==> config.mk <==
export PLATFORM = sky130hd
export DESIGN_NAME = safk_cordic_cell
export DESIGN_NICKNAME = d
export VERILOG_FILES = /design/src/rtl/safk_pkg.sv /design/src/rtl/safk_cordic_cell.sv
export SDC_FILE = /design/constraint.sdc
export NUM_CORES = 1
export LEC_CHECK = 0
export ABC_AREA = 1
export BUFFER_PORTS_ARGS = -buffer_cell sky130_fd_sc_hd__clkbuf_2
export CAP_MARGIN = 10
export CORE_MARGIN = 8
export CORE_UTILIZATION = 53
export DETAILED_ROUTE_END_ITERATION = 16
export PLACE_DENSITY = 0.79
export SETUP_SLACK_MARGIN = 0.3
export SKIP_CTS_REPAIR_TIMING = 1
export SLEW_MARGIN = 20
export SYNTH_ARGS = -nofsm -noshare
export SYNTH_HDL_FRONTEND = slang
export SYNTH_SLANG_ARGS = --single-unit
==> constraint.sdc <==
create_clock -name clk -period 2.52 [get_ports clk]
set_input_delay 0.378 -clock clk [delete_from_list [all_inputs] [get_ports clk]]
set_output_delay 0.378 -clock clk [all_outputs]
set_load 0.005 [all_outputs]
==> src/rtl/safk_pkg.sv <==
// Shared types, widths and constants of the serial arm forward kinematics unit.
// No dependencies; every other file in rtl imports this package.
package safk_pkg;

    // Angle and position formats
    localparam int ANGLE_IN_W   = 20;
    localparam int DIST_W       = 21;
    localparam int OUT_W        = 24;
    localparam int ANG_W        = 35;   // Q.30 radians, room for +-16 rad
    localparam int TRIG_W       = 33;   // Q.30 sine and cosine
    localparam int POS_W        = 35;   // Q.28 metres
    localparam int POS_FRAC     = 28;
    localparam int ANG_FRAC     = 30;
    localparam int NUM_JOINTS   = 6;    // joint seven turns about the tool axis only
    localparam int ATAN_ENTRIES = 24;

    // Parameter defaults
    localparam int TRIG_ITERATIONS_DEF    = 16;
    localparam int POSITION_FRAC_BITS_DEF = 20;

    localparam logic signed [ANG_W-1:0]  PI_Q30      = 35'sd3373259426;
    localparam logic signed [ANG_W-1:0]  HALF_PI_Q30 = 35'sd1686629713;
    localparam logic signed [ANG_W-1:0]  TWO_PI_Q30  = 35'sd6746518852;
    localparam logic signed [TRIG_W-1:0] GAIN_Q30    = 33'sd652032874;

    localparam logic signed [OUT_W:0] OUT_MAX = 25'sd8388607;
    localparam logic signed [OUT_W:0] OUT_MIN = -25'sd8388608;

    // Configuration register indexes
    localparam logic [1:0] REG_BASE_HEIGHT = 2'd0;
    localparam logic [1:0] REG_UPPER_ARM   = 2'd1;
    localparam logic [1:0] REG_FOREARM     = 2'd2;
    localparam logic [1:0] REG_FLANGE      = 2'd3;

    localparam logic [DIST_W-1:0] BASE_HEIGHT_RST = 21'd356516;
    localparam logic [DIST_W-1:0] UPPER_ARM_RST   = 21'd419430;
    localparam logic [DIST_W-1:0] FOREARM_RST     = 21'd419430;
    localparam logic [DIST_W-1:0] FLANGE_RST      = 21'd132121;

    // One CORDIC lane between cells
    typedef struct packed {
        logic                     neg;
        logic signed [TRIG_W-1:0] x;
        logic signed [TRIG_W-1:0] y;
        logic signed [ANG_W-1:0]  z;
    } cordic_t;

    // Finished sine and cosine of one joint, sign fold not yet applied
    typedef struct packed {
        logic                     neg;
        logic signed [TRIG_W-1:0] cos_v;
        logic signed [TRIG_W-1:0] sin_v;
    } trig_t;

    // Partial position handed along the joint chain
    typedef struct packed {
        logic signed [POS_W-1:0] x;
        logic signed [POS_W-1:0] y;
        logic signed [POS_W-1:0] z;
    } pos_t;

    // Arctangent of 2^-i in Q.30, truncated toward zero
    function automatic logic [31:0] atan_q30(input int i);
        logic [31:0] r;
        case (i)
            0:       r = 32'h3243F6A8;
            1:       r = 32'h1DAC6705;
            2:       r = 32'h0FADBAFC;
            3:       r = 32'h07F56EA6;
            4:       r = 32'h03FEAB76;
            5:       r = 32'h01FFD55B;
            6:       r = 32'h00FFFAAA;
            7:       r = 32'h007FFF55;
            8:       r = 32'h003FFFEA;
            9:       r = 32'h001FFFFD;
            10:      r = 32'h000FFFFF;
            11:      r = 32'h0007FFFF;
            12:      r = 32'h0003FFFF;
            13:      r = 32'h0001FFFF;
            14:      r = 32'h0000FFFF;
            15:      r = 32'h00007FFF;
            16:      r = 32'h00003FFF;
            17:      r = 32'h00001FFF;
            18:      r = 32'h00000FFF;
            19:      r = 32'h000007FF;
            20:      r = 32'h000003FF;
            21:      r = 32'h000001FF;
            22:      r = 32'h000000FF;
            23:      r = 32'h0000007F;
            default: r = 32'h00000000;
        endcase
        return r;
    endfunction

endpackage

==> src/rtl/safk_cordic_cell.sv <==
// One rotation-mode CORDIC micro-rotation, registered.
// Depends on safk_pkg.
module safk_cordic_cell
    import safk_pkg::*;
#(
    parameter int STAGE = 0
)
(
    input  logic    clk,
    input  cordic_t d,
    output cordic_t q
);

    localparam logic signed [ANG_W-1:0] ATAN_C = ANG_W'(atan_q30(STAGE));

    logic signed [TRIG_W-1:0] dx;
    logic signed [TRIG_W-1:0] dy;
    cordic_t                  q_next;
    cordic_t                  q_reg;

    // Rotate toward zero residual angle
    always_comb
    begin
        dx         = d.y >>> STAGE;
        dy         = d.x >>> STAGE;
        q_next.neg = d.neg;
        if (!d.z[ANG_W-1])
        begin
            q_next.x = d.x - dx;
            q_next.y = d.y + dy;
            q_next.z = d.z - ATAN_C;
        end
        else
        begin
            q_next.x = d.x + dx;
            q_next.y = d.y - dy;
            q_next.z = d.z + ATAN_C;
        end
    end

    always_ff @(posedge clk)
    begin
        q_reg <= q_next;
    end

    assign q = q_reg;

endmodule

==> flow_summary.ini, run 1 <==
[die]
die_area_um2 = 27000
ios = 205
rows = 54
core_area_um2 = 21800
start_util_pct = 53.7
die_y_um = 164
die_width_um = 164

[worst_setup_path]
cp_slowest_cell = ha_1
crit_path_start_kind = input pin
cp-end-kind = register
critical_path.max_fanout = 7
worst-setup-path-type = input pin to register
crit_chain = clkbuf_2 > inv_1 > ha_1 > buf_4 > nand2_1 > nor2_1 > nand2_1 > nand3_1 > nand2_2 > nand2_2 > xor2_1 > o21ai_0 > buf_4
crit_required_ps = 2790
max_stage_delay_ps = 360
critPathArrivalTime_ps = 2390

[finish]
largest_reg_flops = 101
diodes = 0
area_delta_synth_final_pct = 13.6
final_area_um2 = 13300
nNetsFinal = 2466
post_route_cells_drive_above_1_share_pct = 13.4

[hold_path]
holdCritPathClass = input pin to register
hold_depth = 1

[grt]
grt_pass1_vias = 12806
grt_usage_pct = 30.0
grt_max_degree = 35
antenna_found_initial = 0
grt_pass1_wl_um = 64700
grt-ovfl-total = 0

[routing]
drt-initial-drc-count = 1112
via_per_inst = 5.31
vias = 13375
drc_errors = 0
drt_wl_total_um = 41100
avgRoutedWirePerCell_um = 16.3
dr.pass1.iters = 6
ant_nets = 0

[yosys]
avgSynthCellArea_um2 = 5.73
synthFlopType = dfxtp_1
synth_edf_count = 0
syn_nets = 2272
seq_area_frac_synth_pct = 17.3
synthCells = 2039
yosys_warnings = 0
synth_cell_types = 41
ys_ff_latch = 101
synthArstFlopShare_pct = 0
syn_area_um2 = 11700

[flow_run]
drv_cap = 0

[sta]
post-route-min-period_ps = 2120
tightest_slew_ps = 514
post-route-period-util_pct = 84.0
finalHoldViolations = 0
rsz0062_at_grt = false
clock.fmax_mhz = 473
slew_violations = 0
finalSetupTns_ps = 0
finalSetupViolCount = 0
slew_headroom_pct = 65.7

[clocking]
clockRootBuffer = clkbuf_16
clk_pin_slew_ps = 80
tritoncts = done
h-tree-depth = 3
cts.sinks = 101
cts_buffer_depth = 2
cts-buffers-inserted = 9

[pwr]
power_leakage_nw = 7.93
power_density_nw_per_um2 = 490
ir_drop_mv = 0.336

[placement]
hpwl_um = 34900
gp_congestion = 1.02
io_buffers = 204
dpl-instance-area_um2 = 12900

[outcome]
status = completed
## per-layer routing
metal | vias up | wire length [um] | part of all wire (%) | GRT usage, %
met5 | - | 0 | 0 | 0
li1 | 6712 | - | - | -
met4 | 0 | 1310 | 3.2 | 10.5
met1 | 5975 | 18200 | 44 | 39.3
met2 | 602 | 18000 | 44 | 49.4
met3 | 86 | 3590 | 8.8 | 4.54
## final cells by class
type | count | area (um2)
clock inverter | 7 | 103
timing repair buffer | 227 | 1190
multi-input combinational | 1522 | 7970
inverter | 372 | 1400
clock buffer | 9 | 225
fill | 2284 | 8490
sequential | 101 | 2020
tap | 280 | 350
## through the flow
step	util (%)	hold WS, ps	setup WS, ps	instances	power (mW)
after global placement	59.3	482	35.2	2502	4.85
after global routing	61.0	103	273	2518	6.93
final	61.0	107	404	2518	6.50
after floorplan	-	406	315	2039	3.81
after detailed placement	59.3	482	38.5	2502	4.87
after CTS	60.8	100	418	2518	6.47
## logic make-up after synthesis
logic type	synth area share [%]
DFF	17.3
buffers and inverters	14.6
AOI/OAI and AO/OA	10.6
adders and majority gates	14.2
and+or+nand+nor	40.1
xor gates and xnor gates	3.23
## worst max-delay path: cells and delay by family
kind	cells	cell delay, ps
fa+ha+maj	1	360
compound gates	1	120
xor+xnor	1	160
simple gates	6	860
buf+inv	4	500
## synthesized netlist by cell type (5+ instances only)
| cell | instances | area [um2] |
|---|---|---|
| nor2_2 | 7 | 43.8 |
| nor3_1 | 15 | 75.1 |
| a21o_1 | 5 | 37.5 |
| ha_1 | 126 | 1580 |
| buf_2 | 10 | 50.1 |
| inv_1 | 366 | 1370 |
| nand3_1 | 184 | 921 |
| buf_4 | 16 | 120 |
| xor2_1 | 38 | 333 |
| buf_6 | 6 | 67.6 |
| nand2_1 | 727 | 2730 |
| o21a_1 | 13 | 97.6 |
| xnor2_1 | 5 | 43.8 |
| a21oi_1 | 122 | 611 |
| o21ai_0 | 59 | 295 |
| nand4_1 | 22 | 138 |
| clkbuf_1 | 9 | 33.8 |
| o21bai_1 | 12 | 90.1 |
| nand2_2 | 20 | 125 |
| dfxtp_1 | 101 | 2020 |
| nor2_1 | 132 | 495 |
| inv_2 | 5 | 18.8 |
## report_power, final
| group | leakage [nW] | switching [mW] | internal [mW] |
|---|---|---|---|
| clock | 0.160 | 0.792 | 0.812 |
| sequential | 0.852 | 0.105 | 1.90 |
| combinational | 6.92 | 1.88 | 1.01 |
## cells in the final DEF (no fill, tap or decap), types with 3 or more instances in the layout
master,n
o21ai_0,59
fa_1,4
nor2_1,129
xnor2_1,5
clkbuf_16,9
nand2_2,21
nand3_1,184
a21o_1,5
nor2_2,10
nor3_2,4
inv_1,365
ha_1,122
a31oi_1,4
xor2_1,38
a21oi_1,120
nand2_1,726
o21a_1,13
o21bai_1,12
ha_2,4
nand4_1,22
nor3_1,15
dfxtp_1,101
buf_4,23
o22ai_1,4
clkbuf_2,204
inv_2,6
a21oi_2,3
## worst paths after layout
path	start	to
max	d[38]	q[49]$_DFF_P_
min	d[2]	q[2]$_DFF_P_
No activity file was read; power rests on OpenSTA's default activity.
==> run 2, diff against run 1 <==
Settings changed: CORE_UTILIZATION 53 to 58, PLACE_DENSITY 0.79 to 0.82.
Clock period 2.52 ns to 2.2 ns, I/O delays scaled along.
==> run 2 against run 1 <==
Net effect:
- die area shrank 7.8%
- worst setup slack lost 78 ps
- final cell count grew 6.6%
- core utilization grew 14 points
- global-route usage grew 3.7 points
- clock-buffer cell count grew 1
- via count grew 7.4%
- sequential share of layout area shrank 1.8 points
- design area grew 13%
- routed wire length grew 5.3%
- critical endpoint is now q[28]$_DFF_P_
- highest routed layer unchanged
==> flow_summary.ini, run 2 (synthesis gave the netlist of run 1 again) <==
[outcome]
status = completed

[die]
rows = 52
die_width_um = 158
ios = 205
die_area_um2 = 24900
core_area_um2 = 20000
die_y_um = 158
start_util_pct = 58.5

[worst_setup_path]
crit_required_ps = 2470
cp-end-kind = register
critical_path.max_fanout = 16
crit_path_start_kind = input pin
critPathArrivalTime_ps = 2140
worst-setup-path-type = input pin to register

[pwr]
power_leakage_nw = 8.81
switchingPower_mw = 3.25
power_density_nw_per_um2 = 532
clock_power_share_pct = 22.6
sequentialPowerShare_pct = 28.8
p_comb_share_pct = 48.5
ir_drop_mv = 0.411
switching_share_pct = 40.6
p_int_mw = 4.74

[sta]
finalSetupViolCount = 0
post-route-min-period_ps = 1870
rsz0062_at_grt = true
slew_headroom_pct = 71.1
tightest_slew_ps = 433
clock.fmax_mhz = 534
slew_violations = 0
finalHoldViolations = 0
post-route-period-util_pct = 85.2

[placement]
hpwl_um = 36400
dpl.cell_count = 2667
gp_congestion = 1.02
io_buffers = 204

[routing]
vias = 14361
drc_errors = 0
drt-initial-drc-count = 1261
drt_wl_total_um = 43200
avgRoutedWirePerCell_um = 16.1
via_per_inst = 5.35
dr.pass1.iters = 6
ant_nets = 0

[hold_path]
hold_depth = 1
min_to = q[1]$_DFF_P_
holdCritPathClass = input pin to register
hp-start = d[1]

[clocking]
cts-buffers-inserted = 9
tritoncts = done
clockRootBuffer = clkbuf_16
cts_buffer_depth = 2
cts.sinks = 101
clk_pin_slew_ps = 80
h-tree-depth = 3

[finish]
post_route_cells_drive_above_1_share_pct = 23.2
largest_reg_flops = 101
diodes = 0
fillers = 1722
finish.utilization_pct = 75.1
area_delta_synth_final_pct = 28.5
fin_cells = 2684
nNetsFinal = 2643
final_common_cell = nand2_1
mostFrequentLayoutCells = nand2_1, inv_1, clkbuf_2, buf_4, nand3_1
multiInputGateArea_um2 = 8390
regArea_um2 = 2020

[flow_run]
drv_cap = 0

[grt]
grt_usage_pct = 33.7
grt_pass1_vias = 13679
grt-ovfl-total = 0
grt_pass1_wl_um = 66600
grt_max_degree = 37
antenna_found_initial = 0
[run 2: changes by cell type in the layout (fill, tap and decap cells not counted), moves of 10 or more]
| cell | change |
|---|---|
| buf_4 | +175 |
| ha_1 | -29 |
| nand2_1 | -23 |
| nand2_2 | +19 |
| ha_2 | +18 |
| ha_4 | +11 |
| a21oi_1 | -10 |
| a21oi_2 | +10 |
[run 2: stage by stage]
step                      hold slack (ps)  power (mW)  area (um2)  setup TNS, ps  setup WS (ps)
after detailed placement              439        6.01       14400          -1180           -157
after CTS                            66.1        7.81       14700              0            184
after floorplan                       358        4.40       11800              0            294
final                                72.8        7.99       15000              0            326
after global routing                 68.7        8.46       15000              0            256
after global placement                434        5.93       14400           -741           -145
[run 2: routing by layer]
layer	track usage, %	share of wire (%)
met1	40.4	41
met2	56.7	46
met3	5.60	8.4
met4	17.6	4.8
met5	0	0
[run 2: worst max-delay path by stage]
stage	to	slack, ps	startpoint
after global routing	q[28]$_DFF_P_	260	d[34]
after CTS	q[28]$_DFF_P_	180	d[34]
after floorplan	q[29]$_DFF_P_	290	d[34]
after detailed placement	q[28]$_DFF_P_	-160	d[34]
final	q[28]$_DFF_P_	330	d[34]
after global placement	q[28]$_DFF_P_	-140	d[34]
[run 2: worst max-delay path, stage by stage]
cell	delay (ps)
clkbuf_2	150
buf_12	180
ha_1	330
a21oi_2	210
nand2_2	140
nand3_1	100
nand2_1	130
a21oi_2	200
nand2b_1	180
nand2_1	70
nand2_1	60
nand2_1	40
[run 2: final cells by class]
type	instances	share of cell area [%]
multi-input cells	1522	55.9
inverters	372	9.35
flip-flops and latches	101	13.5
clock inverters	5	0.550
clock buffers	10	1.53
repair buffers	404	17.0
well taps	270	2.25
[run 2: power groups by stage]
| stage | Sequential, mW | Combinational (mW) | Clock [mW] |
|---|---|---|---|
| CTS | 2.30 | 3.69 | 1.82 |
| detailed placement | 2.34 | 3.67 | 0 |
| floorplan | 2.35 | 2.05 | 0 |
| global route | 2.33 | 4.24 | 1.89 |
| global placement | 2.33 | 3.60 | 0 |
| finish | 2.30 | 3.87 | 1.81 |
