[src/rtl/safk_pkg.sv]
// Shared types, widths and constants of the serial arm forward kinematics unit.
// No dependencies; every other file in rtl imports this package.
package safk_pkg;

    // Angle and position formats
    localparam int ANGLE_IN_W   = 20;
    localparam int DIST_W       = 21;
    localparam int OUT_W        = 24;
    localparam int ANG_W        = 35;   // Q.30 radians, room for +-16 rad
    localparam int TRIG_W       = 33;   // Q.30 sine and cosine
    localparam int POS_W        = 35;   // Q.28 metres
    localparam int POS_FRAC     = 28;
    localparam int ANG_FRAC     = 30;
    localparam int NUM_JOINTS   = 6;    // joint seven turns about the tool axis only
    localparam int ATAN_ENTRIES = 24;

    // Parameter defaults
    localparam int TRIG_ITERATIONS_DEF    = 16;
    localparam int POSITION_FRAC_BITS_DEF = 20;

    localparam logic signed [ANG_W-1:0]  PI_Q30      = 35'sd3373259426;
    localparam logic signed [ANG_W-1:0]  HALF_PI_Q30 = 35'sd1686629713;
    localparam logic signed [ANG_W-1:0]  TWO_PI_Q30  = 35'sd6746518852;
    localparam logic signed [TRIG_W-1:0] GAIN_Q30    = 33'sd652032874;

    localparam logic signed [OUT_W:0] OUT_MAX = 25'sd8388607;
    localparam logic signed [OUT_W:0] OUT_MIN = -25'sd8388608;

    // Configuration register indexes
    localparam logic [1:0] REG_BASE_HEIGHT = 2'd0;
    localparam logic [1:0] REG_UPPER_ARM   = 2'd1;
    localparam logic [1:0] REG_FOREARM     = 2'd2;
    localparam logic [1:0] REG_FLANGE      = 2'd3;

    localparam logic [DIST_W-1:0] BASE_HEIGHT_RST = 21'd356516;
    localparam logic [DIST_W-1:0] UPPER_ARM_RST   = 21'd419430;
    localparam logic [DIST_W-1:0] FOREARM_RST     = 21'd419430;
    localparam logic [DIST_W-1:0] FLANGE_RST      = 21'd132121;

    // One CORDIC lane between cells
    typedef struct packed {
        logic                     neg;
        logic signed [TRIG_W-1:0] x;
        logic signed [TRIG_W-1:0] y;
        logic signed [ANG_W-1:0]  z;
    } cordic_t;

    // Finished sine and cosine of one joint, sign fold not yet applied
    typedef struct packed {
        logic                     neg;
        logic signed [TRIG_W-1:0] cos_v;
        logic signed [TRIG_W-1:0] sin_v;
    } trig_t;

    // Partial position handed along the joint chain
    typedef struct packed {
        logic signed [POS_W-1:0] x;
        logic signed [POS_W-1:0] y;
        logic signed [POS_W-1:0] z;
    } pos_t;

    // Arctangent of 2^-i in Q.30, truncated toward zero
    function automatic logic [31:0] atan_q30(input int i);
        logic [31:0] r;
        case (i)
            0:       r = 32'h3243F6A8;
            1:       r = 32'h1DAC6705;
            2:       r = 32'h0FADBAFC;
            3:       r = 32'h07F56EA6;
            4:       r = 32'h03FEAB76;
            5:       r = 32'h01FFD55B;
            6:       r = 32'h00FFFAAA;
            7:       r = 32'h007FFF55;
            8:       r = 32'h003FFFEA;
            9:       r = 32'h001FFFFD;
            10:      r = 32'h000FFFFF;
            11:      r = 32'h0007FFFF;
            12:      r = 32'h0003FFFF;
            13:      r = 32'h0001FFFF;
            14:      r = 32'h0000FFFF;
            15:      r = 32'h00007FFF;
            16:      r = 32'h00003FFF;
            17:      r = 32'h00001FFF;
            18:      r = 32'h00000FFF;
            19:      r = 32'h000007FF;
            20:      r = 32'h000003FF;
            21:      r = 32'h000001FF;
            22:      r = 32'h000000FF;
            23:      r = 32'h0000007F;
            default: r = 32'h00000000;
        endcase
        return r;
    endfunction

endpackage

[src/rtl/safk_angle_prep.sv]
// Angle range reduction and quadrant fold ahead of one CORDIC lane.
// Depends on safk_pkg.
module safk_angle_prep
    import safk_pkg::*;
(
    input  logic                         clk,
    input  logic signed [ANGLE_IN_W-1:0] angle,
    output cordic_t                      lane
);

    logic signed [ANG_W-1:0] wide;
    logic signed [ANG_W-1:0] turn;
    cordic_t                 lane_next;
    cordic_t                 lane_reg;

    // Widen to Q.30, drop a whole turn, fold into the right half-plane
    always_comb
    begin
        wide = {{(ANG_W-ANGLE_IN_W-14){angle[ANGLE_IN_W-1]}}, angle, 14'b0};
        if (wide > PI_Q30)
            turn = wide - TWO_PI_Q30;
        else if (wide < -PI_Q30)
            turn = wide + TWO_PI_Q30;
        else
            turn = wide;
        lane_next.x = GAIN_Q30;
        lane_next.y = '0;
        if (turn > HALF_PI_Q30)
        begin
            lane_next.z   = turn - PI_Q30;
            lane_next.neg = 1'b1;
        end
        else if (turn < -HALF_PI_Q30)
        begin
            lane_next.z   = turn + PI_Q30;
            lane_next.neg = 1'b1;
        end
        else
        begin
            lane_next.z   = turn;
            lane_next.neg = 1'b0;
        end
    end

    always_ff @(posedge clk)
    begin
        lane_reg <= lane_next;
    end

    assign lane = lane_reg;

endmodule

[config.mk]
export PLATFORM = sky130hd
export DESIGN_NAME = safk_angle_prep
export DESIGN_NICKNAME = d
export VERILOG_FILES = /design/src/rtl/safk_pkg.sv /design/src/rtl/safk_angle_prep.sv
export SDC_FILE = /design/constraint.sdc
export NUM_CORES = 1
export LEC_CHECK = 0
export BUFFER_PORTS_ARGS = -buffer_cell sky130_fd_sc_hd__buf_2
export CORE_MARGIN = 3
export CORE_UTILIZATION = 45
export DETAILED_ROUTE_END_ITERATION = 12
export PLACE_DENSITY = 0.85
export RECOVER_POWER = 100
export SLEW_MARGIN = 20
export SYNTH_ARGS = -nofsm -noshare
export SYNTH_HDL_FRONTEND = slang
export SYNTH_SLANG_ARGS = --single-unit
export TNS_END_PERCENT = 20
[constraint.sdc]
create_clock -name clk -period 12.06 [get_ports clk]
set_input_delay 2.412 -clock clk [delete_from_list [all_inputs] [get_ports clk]]
set_output_delay 2.412 -clock clk [all_outputs]
set_load 0.05 [all_outputs]
==> flow_metrics.env, run 1 <==
export IMPL_status="finished, final reports clean"
export IMPL_fp_dieH_um=88.00
export IMPL_numCtsBuffers=5
export IMPL_max_slew_margin_rel_pct=53.09
export IMPL_first_pass_iters=4
export IMPL_filler_cell_count=640
export IMPL_ys_types=76
export IMPL_placed_cell_area_um2=2992
export IMPL_worst_slew_pin_slew_ns=0.7037
export IMPL_avgSynthCellArea_um2=7.858
export IMPL_grt_start_max_net_pins=18
export IMPL_viasPerCell=5.581
export IMPL_grt_usage_pct=18.38
export IMPL_fin_crit_ns=6.331
export IMPL_hold_start="angle[0]"
export IMPL_synth_async_reset_ratio_pct=0
export IMPL_netlist_top_cell_by_area="dfxtp_1"
export IMPL_syn_area_um2=3025
export IMPL_synth_edf_count=0
export IMPL_critPathMaxFanout=17
export IMPL_first_global_vias=2396
export IMPL_max_freq_mhz=158.0
export IMPL_critical_path_class="primary input to flop"
export IMPL_wl_per_cell_um=14.57
export IMPL_tns_ns=0
export IMPL_ios=123
export IMPL_drt_iter0_markers=155
export IMPL_postCtsSetupRepairBufs=0
export IMPL_cts_resized=0
export IMPL_numPortBuffers=55
export IMPL_hpwlAfterDp_um=5709
export IMPL_drtAntennaViolNets=0
export IMPL_die_w_um=88.00
export IMPL_n_antenna_cell=0
export IMPL_fin_nets=446
export IMPL_yosys_top_cells_area="dfxtp_1 19%, buf_4 19%, xnor2_1 5.5%, xor2_1 4.6%, nand2_1 3.1%"
export IMPL_yosys_most_used_dff="dfxtp_1"
export IMPL_worstHoldEndpoint="lane[15]"
export IMPL_largest_register_ffs=29
export IMPL_grt_pass1_wl_um=11440
export IMPL_synth_top_area_share_pct=19.19
export IMPL_grt_ovfl_total=0
export IMPL_syn2layout_area_growth_pct=1.034
export IMPL_maxSlewViolCount=0
export IMPL_root_buffer="clkbuf_8"
export IMPL_start_util_pct=47.11
export IMPL_cts_tree="done"
export IMPL_final_area_um2=3057
export IMPL_antenna_found_initial=0
export IMPL_rsz0062_at_grt="no"
export IMPL_critPathRequiredTime_ns=12.21
export IMPL_max_clock_path_buffers=2
export IMPL_cp_end_kind="flop"
export IMPL_hold_class="primary input to flop"
export IMPL_powerDensity_nw_per_um2=176.6
export IMPL_globalplace_congestion=0.9567
export IMPL_cap_violations=0
export IMPL_finalWirelength_um=7270
export IMPL_cts_hold_buffers_added=0
export IMPL_synth_cells=385
export IMPL_ff_latch_area_um2=580.6
export IMPL_fp_row_count=29
export IMPL_synth_most_common_cell="buf_4"
export IMPL_multi_input_area_um2=1971
export IMPL_min_period_over_period_pct=52.50
export IMPL_cts_sinks=29
export IMPL_setup_viol=0
export IMPL_p_leak_nw=1.253
export IMPL_drive_gt1_share_pct=9.242
export IMPL_ys_ff_latch=29
export IMPL_path_clk_slew_ns=0.06
export IMPL_worstSetupStartpointType="primary input"
export IMPL_yosys_top_cells_count="75 x buf_4, 29 x dfxtp_1, 25 x nand2_1, 22 x nor2_1, 19 x xnor2_1"
export IMPL_htreeDepth=2
export IMPL_peakVddDrop_uv=55.23
export IMPL_core_area_um2=6422
export IMPL_critPathArrivalTime_ns=6.48
export IMPL_via_count=2785
export IMPL_hold_depth=3
export IMPL_die_area_um2=7743
export IMPL_synth_seq_area_share_pct=19.19
export IMPL_yosys_warnings=0
export IMPL_finalHoldViolCount=0
export IMPL_drc=0
[how the worst max path moves through the flow]
stage | from | to | slack (ns) | cells past startpoint
after detailed placement | angle[0] | lane[14] | 5.81 | 14
after global placement | angle[4] | lane[30] | 5.90 | 12
final | angle[8] | lane[21] | 5.73 | 13
after CTS | angle[0] | lane[14] | 6.09 | 14
after floorplan | angle[4] | lane[29] | 6.53 | 14
after global routing | angle[8] | lane[8] | 5.29 | 12
[worst max-delay path, stage by stage]
cell and delay (ns):
clkbuf_1 0.19, o41ai_1 0.57, nand3_1 0.25, nand2_1 0.47, a22oi_1 0.21, xnor2_1 0.49
nand2_1 0.10, a311o_1 0.36, o21bai_1 0.33, clkbuf_1 0.59, nand2b_1 0.24, o21ai_0 0.11
xor2_1 0.16
[logic make-up after synthesis]
family                   share of synthesized area (%)
AO/OA/AOI/OAI                                    23.74
XOR/XNOR                                         12.28
adder cells (fa/ha/maj)                          1.654
buffers and inverters                            23.08
flip-flops                                       19.19
multiplexers                                    0.9926
other                                           0.2482
AND/OR/NAND/NOR                                  18.82
[cell type report]
class                           count  share of cell area (%)
Tap cell                           77                   3.152
Timing Repair Buffer               56                   7.655
Clock inverter                      3                   2.129
Clock buffer                        5                   2.251
Inverter                           11                   1.351
Multi-Input combinational cell    318                   64.47
Sequential cell                    29                   18.99
[routing by layer]
metal / track usage (%) / share of wire [%]
met1: 21.98 / 39
met2: 32.53 / 48
met3: 3.104 / 11
met4: 7.252 / 1.8
met5: 0 / 0
[metrics by stage]
stage | worst slack [ns] | hold slack, ns | utilization [%] | power (mW) | std cells
after global placement | 5.902 | 2.800 | 46.58 | 0.4298 | 491
after detailed placement | 5.808 | 2.820 | 46.58 | 0.4331 | 491
after global routing | 5.290 | 2.546 | 47.59 | 0.5642 | 499
after CTS | 6.094 | 2.528 | 48.67 | 0.5503 | 499
after floorplan | 6.532 | 2.611 | - | 0.4068 | 450
final | 5.729 | 2.559 | 47.59 | 0.5398 | 499
[where the power goes]
group | leakage, nW | switching [mW] | internal [mW] | total (mW)
Combinational | 0.940 | 0.239 | 0.0540 | 0.293
Sequential | 0.245 | 0.00681 | 0.123 | 0.130
Clock | 0.0681 | 0.0348 | 0.0820 | 0.117
[cell usage in the layout, fill, tap and decap left out, types with 4 or more instances in the layout]
cell,Yosys,routed
nand2_1,25,26
clkbuf_1,3,37
dfxtp_1,29,29
nand4_1,5,5
xor2_1,16,16
nor3_1,15,15
a211oi_1,6,6
inv_1,10,11
nor2_1,22,22
ha_1,4,4
nand2b_1,5,5
and3_1,4,4
o21ai_0,15,18
conb_1,2,67
nand3_1,10,10
a21oi_1,11,11
clkbuf_8,0,5
xnor2_1,19,20
a22oi_1,4,4
buf_2,12,19
o22ai_1,8,9
Power figures use the tool's default switching activity.
==> run 2, diff against run 1 <==
--- a/config.mk
+++ b/config.mk
@@ -5,11 +5,12 @@
 export SDC_FILE = /design/constraint.sdc
 export NUM_CORES = 1
 export LEC_CHECK = 0
+export ABC_AREA = 1
 export BUFFER_PORTS_ARGS = -buffer_cell sky130_fd_sc_hd__buf_2
 export CORE_MARGIN = 3
 export CORE_UTILIZATION = 45
 export DETAILED_ROUTE_END_ITERATION = 12
-export PLACE_DENSITY = 0.85
+export PLACE_DENSITY = 0.81
 export RECOVER_POWER = 100
 export SLEW_MARGIN = 20
 export SYNTH_ARGS = -nofsm -noshare
==> constraint.sdc (replaced) <==
create_clock -name clk -period 6.5 [get_ports clk]
set_input_delay 1.3 -clock clk [delete_from_list [all_inputs] [get_ports clk]]
set_output_delay 1.3 -clock clk [all_outputs]
set_load 0.05 [all_outputs]
==> flow_metrics.env, run 2 <==
export IMPL_die_w_um=104.1
export IMPL_die_area_um2=10830
export IMPL_min_period_over_period_pct=82.99
export IMPL_start_util_pct=46.60
export IMPL_layout_cells_non_filler=956
export IMPL_worstSetupStartpointType="primary input"
export IMPL_n_antenna_cell=0
export IMPL_postCtsSetupRepairBufs=0
export IMPL_yosys_area_share_simple_pct=55.15
export IMPL_finalHoldViolCount=0
export IMPL_filler_cell_count=1061
export IMPL_layout_commonest_cell="nand2_1"
export IMPL_yosys_most_used_dff="dfxtp_1"
export IMPL_final_cell_mix="299 x nand2_1, 86 x nor2_1, 83 x nand3_1"
export IMPL_hpwlAfterDp_um=8899
export IMPL_cap_violations=0
export IMPL_drive_gt1_share_pct=8.102
export IMPL_worst_slew_pin_slew_ns=0.9226
export IMPL_multi_input_area_um2=3008
export IMPL_root_buffer="clkbuf_8"
export IMPL_crit_slowest_cell="nand2_1"
export IMPL_ff_latch_area_um2=580.6
export IMPL_viasPerCell=4.952
export IMPL_holdWs_ns=1.555
export IMPL_yosys_warnings=0
export IMPL_critPathArrivalTime_ns=5.56
export IMPL_grt_pass1_wl_um=19050
export IMPL_p_sw_share_pct=57.32
export IMPL_synth_async_reset_ratio_pct=0
export IMPL_clockPowerShare_pct=16.0
export IMPL_dp_cells=948
export IMPL_maxSlewViolCount=0
export IMPL_syn_area_um2=4327
export IMPL_synth_most_common_cell="nand2_1"
export IMPL_synth_cells=796
export IMPL_globalplace_congestion=0.9895
export IMPL_fin_nets=851
export IMPL_largest_register_ffs=29
export IMPL_fin_crit_ns=5.394
export IMPL_grt_usage_pct=20.38
export IMPL_setup_viol=0
export IMPL_placed_cell_area_um2=4302
export IMPL_cts_tree="done"
export IMPL_comb_power_share_pct=61.0
export IMPL_cts_resized=0
export IMPL_rsz0062_at_grt="no"
export IMPL_yosys_top_cells_count="297 x nand2_1, 86 x nor2_1, 83 x nand3_1, 79 x buf_4, 62 x inv_1"
export IMPL_first_global_vias=4106
export IMPL_via_count=4734
export IMPL_synth_xor_area_share_pct=3.441
export IMPL_status="finished, final reports clean"
export IMPL_powerDensity_nw_per_um2=232.7
export IMPL_critPathBufInv=2
export IMPL_htreeDepth=2
export IMPL_max_freq_mhz=185.4
export IMPL_critPathMaxFanout=25
export IMPL_critical_path_cell_chain="buf_2 -> nor2_1 -> nand2_1 -> a21oi_1 -> nor2_1 -> nand2_4 -> nand2_1 -> inv_2 -> nand2_1 -> nand3_1 -> nand3_1 -> nor3_1 -> nand3_2 -> nand3_2 -> nand2_1 -> nand2_1 -> nand2_1 -> nand2_1"
export IMPL_ys_types=33
export IMPL_critPathRequiredTime_ns=6.67
export IMPL_first_pass_iters=5
export IMPL_synthMuxAreaShare_pct=0
export IMPL_avgSynthCellArea_um2=5.435
export IMPL_cp_end_kind="flop"
export IMPL_drc=0
export IMPL_synth_compound_area_share_pct=4.193
export IMPL_synth_edf_count=0
export IMPL_drtAntennaViolNets=0
export IMPL_synth_top_family_by_area="simple AND/OR/NAND/NOR gates"
export IMPL_max_clock_path_buffers=2
export IMPL_grt_ovfl_total=0
export IMPL_final_area_um2=4349
export IMPL_numCtsBuffers=5
export IMPL_netlist_top_cell_by_area="nand2_1"
export IMPL_critical_path_class="primary input to flop"
export IMPL_tns_ns=0
export IMPL_wl_per_cell_um=11.74
export IMPL_seq_power_share_pct=23.0
export IMPL_peakVddDrop_uv=105.6
export IMPL_p_leak_nw=2.407
export IMPL_fp_dieH_um=104.1
export IMPL_ys_ff_latch=29
export IMPL_cts_sinks=29
export IMPL_hold_class="primary input to flop"
export IMPL_drt_iter0_markers=305
export IMPL_cts_hold_buffers_added=0
export IMPL_max_slew_margin_rel_pct=38.34
export IMPL_critPathMaxStageDelay_ns=0.70
export IMPL_ios=123
export IMPL_power_switching_mw=0.5802
export IMPL_antenna_found_initial=0
export IMPL_crit_family="simple AND/OR/NAND/NOR gates"
export IMPL_core_area_um2=9284
export IMPL_path_clk_slew_ns=0.06
export IMPL_fp_row_count=35
export IMPL_yosys_top_cells_area="nand2_1 26%, buf_4 14%, dfxtp_1 13%, nand3_1 9.6%, nor2_1 7.5%"
export IMPL_syn2layout_area_growth_pct=0.5205
export IMPL_synth_top_area_share_pct=25.77
export IMPL_p_int_mw=0.4320
export IMPL_cp_common_cell="nand2_1"
export IMPL_yosys_area_share_adder_pct=1.157
export IMPL_finalWirelength_um=11230
export IMPL_numPortBuffers=55
export IMPL_grt_start_max_net_pins=26
export IMPL_total_power_mw=1.012
export IMPL_synth_seq_area_share_pct=13.42
[run 2: changes by cell type in the layout (fill, tap and decap cells not counted), moves of 6 or more]
cell      before  now
a211oi_1       6    0
inv_1         11   62
inv_2          0    8
nand2_1       26  299
nand2_2        0   12
nand3_1       10   83
nand4_1        5   32
nor2_1        22   86
nor2_2         0    8
nor3_1        15    8
o22ai_1        9    0
xnor2_1       20    2
[run 2: cell type report]
class | count | share of cell area [%]
Clock buffer | 7 | 2.215
Tap cell | 129 | 3.711
Clock inverter | 1 | 0.1151
Inverter | 71 | 6.128
Timing Repair Buffer | 55 | 5.322
Sequential cell | 29 | 13.35
Multi-Input combinational cell | 664 | 69.16
[run 2: power by group through the flow]
stage                     sequential (mW)  clock, mW  combinational, mW
final                               0.233      0.162              0.617
after global routing                0.238      0.175              0.672
after CTS                           0.231      0.165              0.627
after detailed placement            0.235          0              0.626
after global placement              0.234          0              0.623
after floorplan                     0.390          0              0.408
[run 2: through the flow]
stage,utilization [%],setup slack (ns)
global placement,46.33,1.512
CTS,47.43,1.788
finish,46.85,1.106
global route,46.85,0.7038
floorplan,-,3.126
detailed placement,46.33,1.488
[run 2: worst paths after layout]
check,startpoint,depth (start not counted),endpoint
max,angle[19],18,lane[12]
min,angle[17],5,lane[31]
[run 2: layer usage]
layer  share of wire (%)  vias to the layer above  global-route usage (%)  wire length (um)
li1                    -                     2433                       -                 -
met1                  46                     2036                   28.72              5155
met2                  43                      245                   33.01              4823
met3                 9.5                       20                   2.173              1069
met4                 1.6                        0                   5.508               179
met5                   0                        -                       0                 0
[run 2: cell families after synthesis]
kind of cell | Yosys count
AND/OR/NAND/NOR | 544
buffers and inverters | 168
AO/OA/AOI/OAI | 32
flip-flops | 29
XOR/XNOR | 17
adder cells (fa/ha/maj) | 4
other | 2
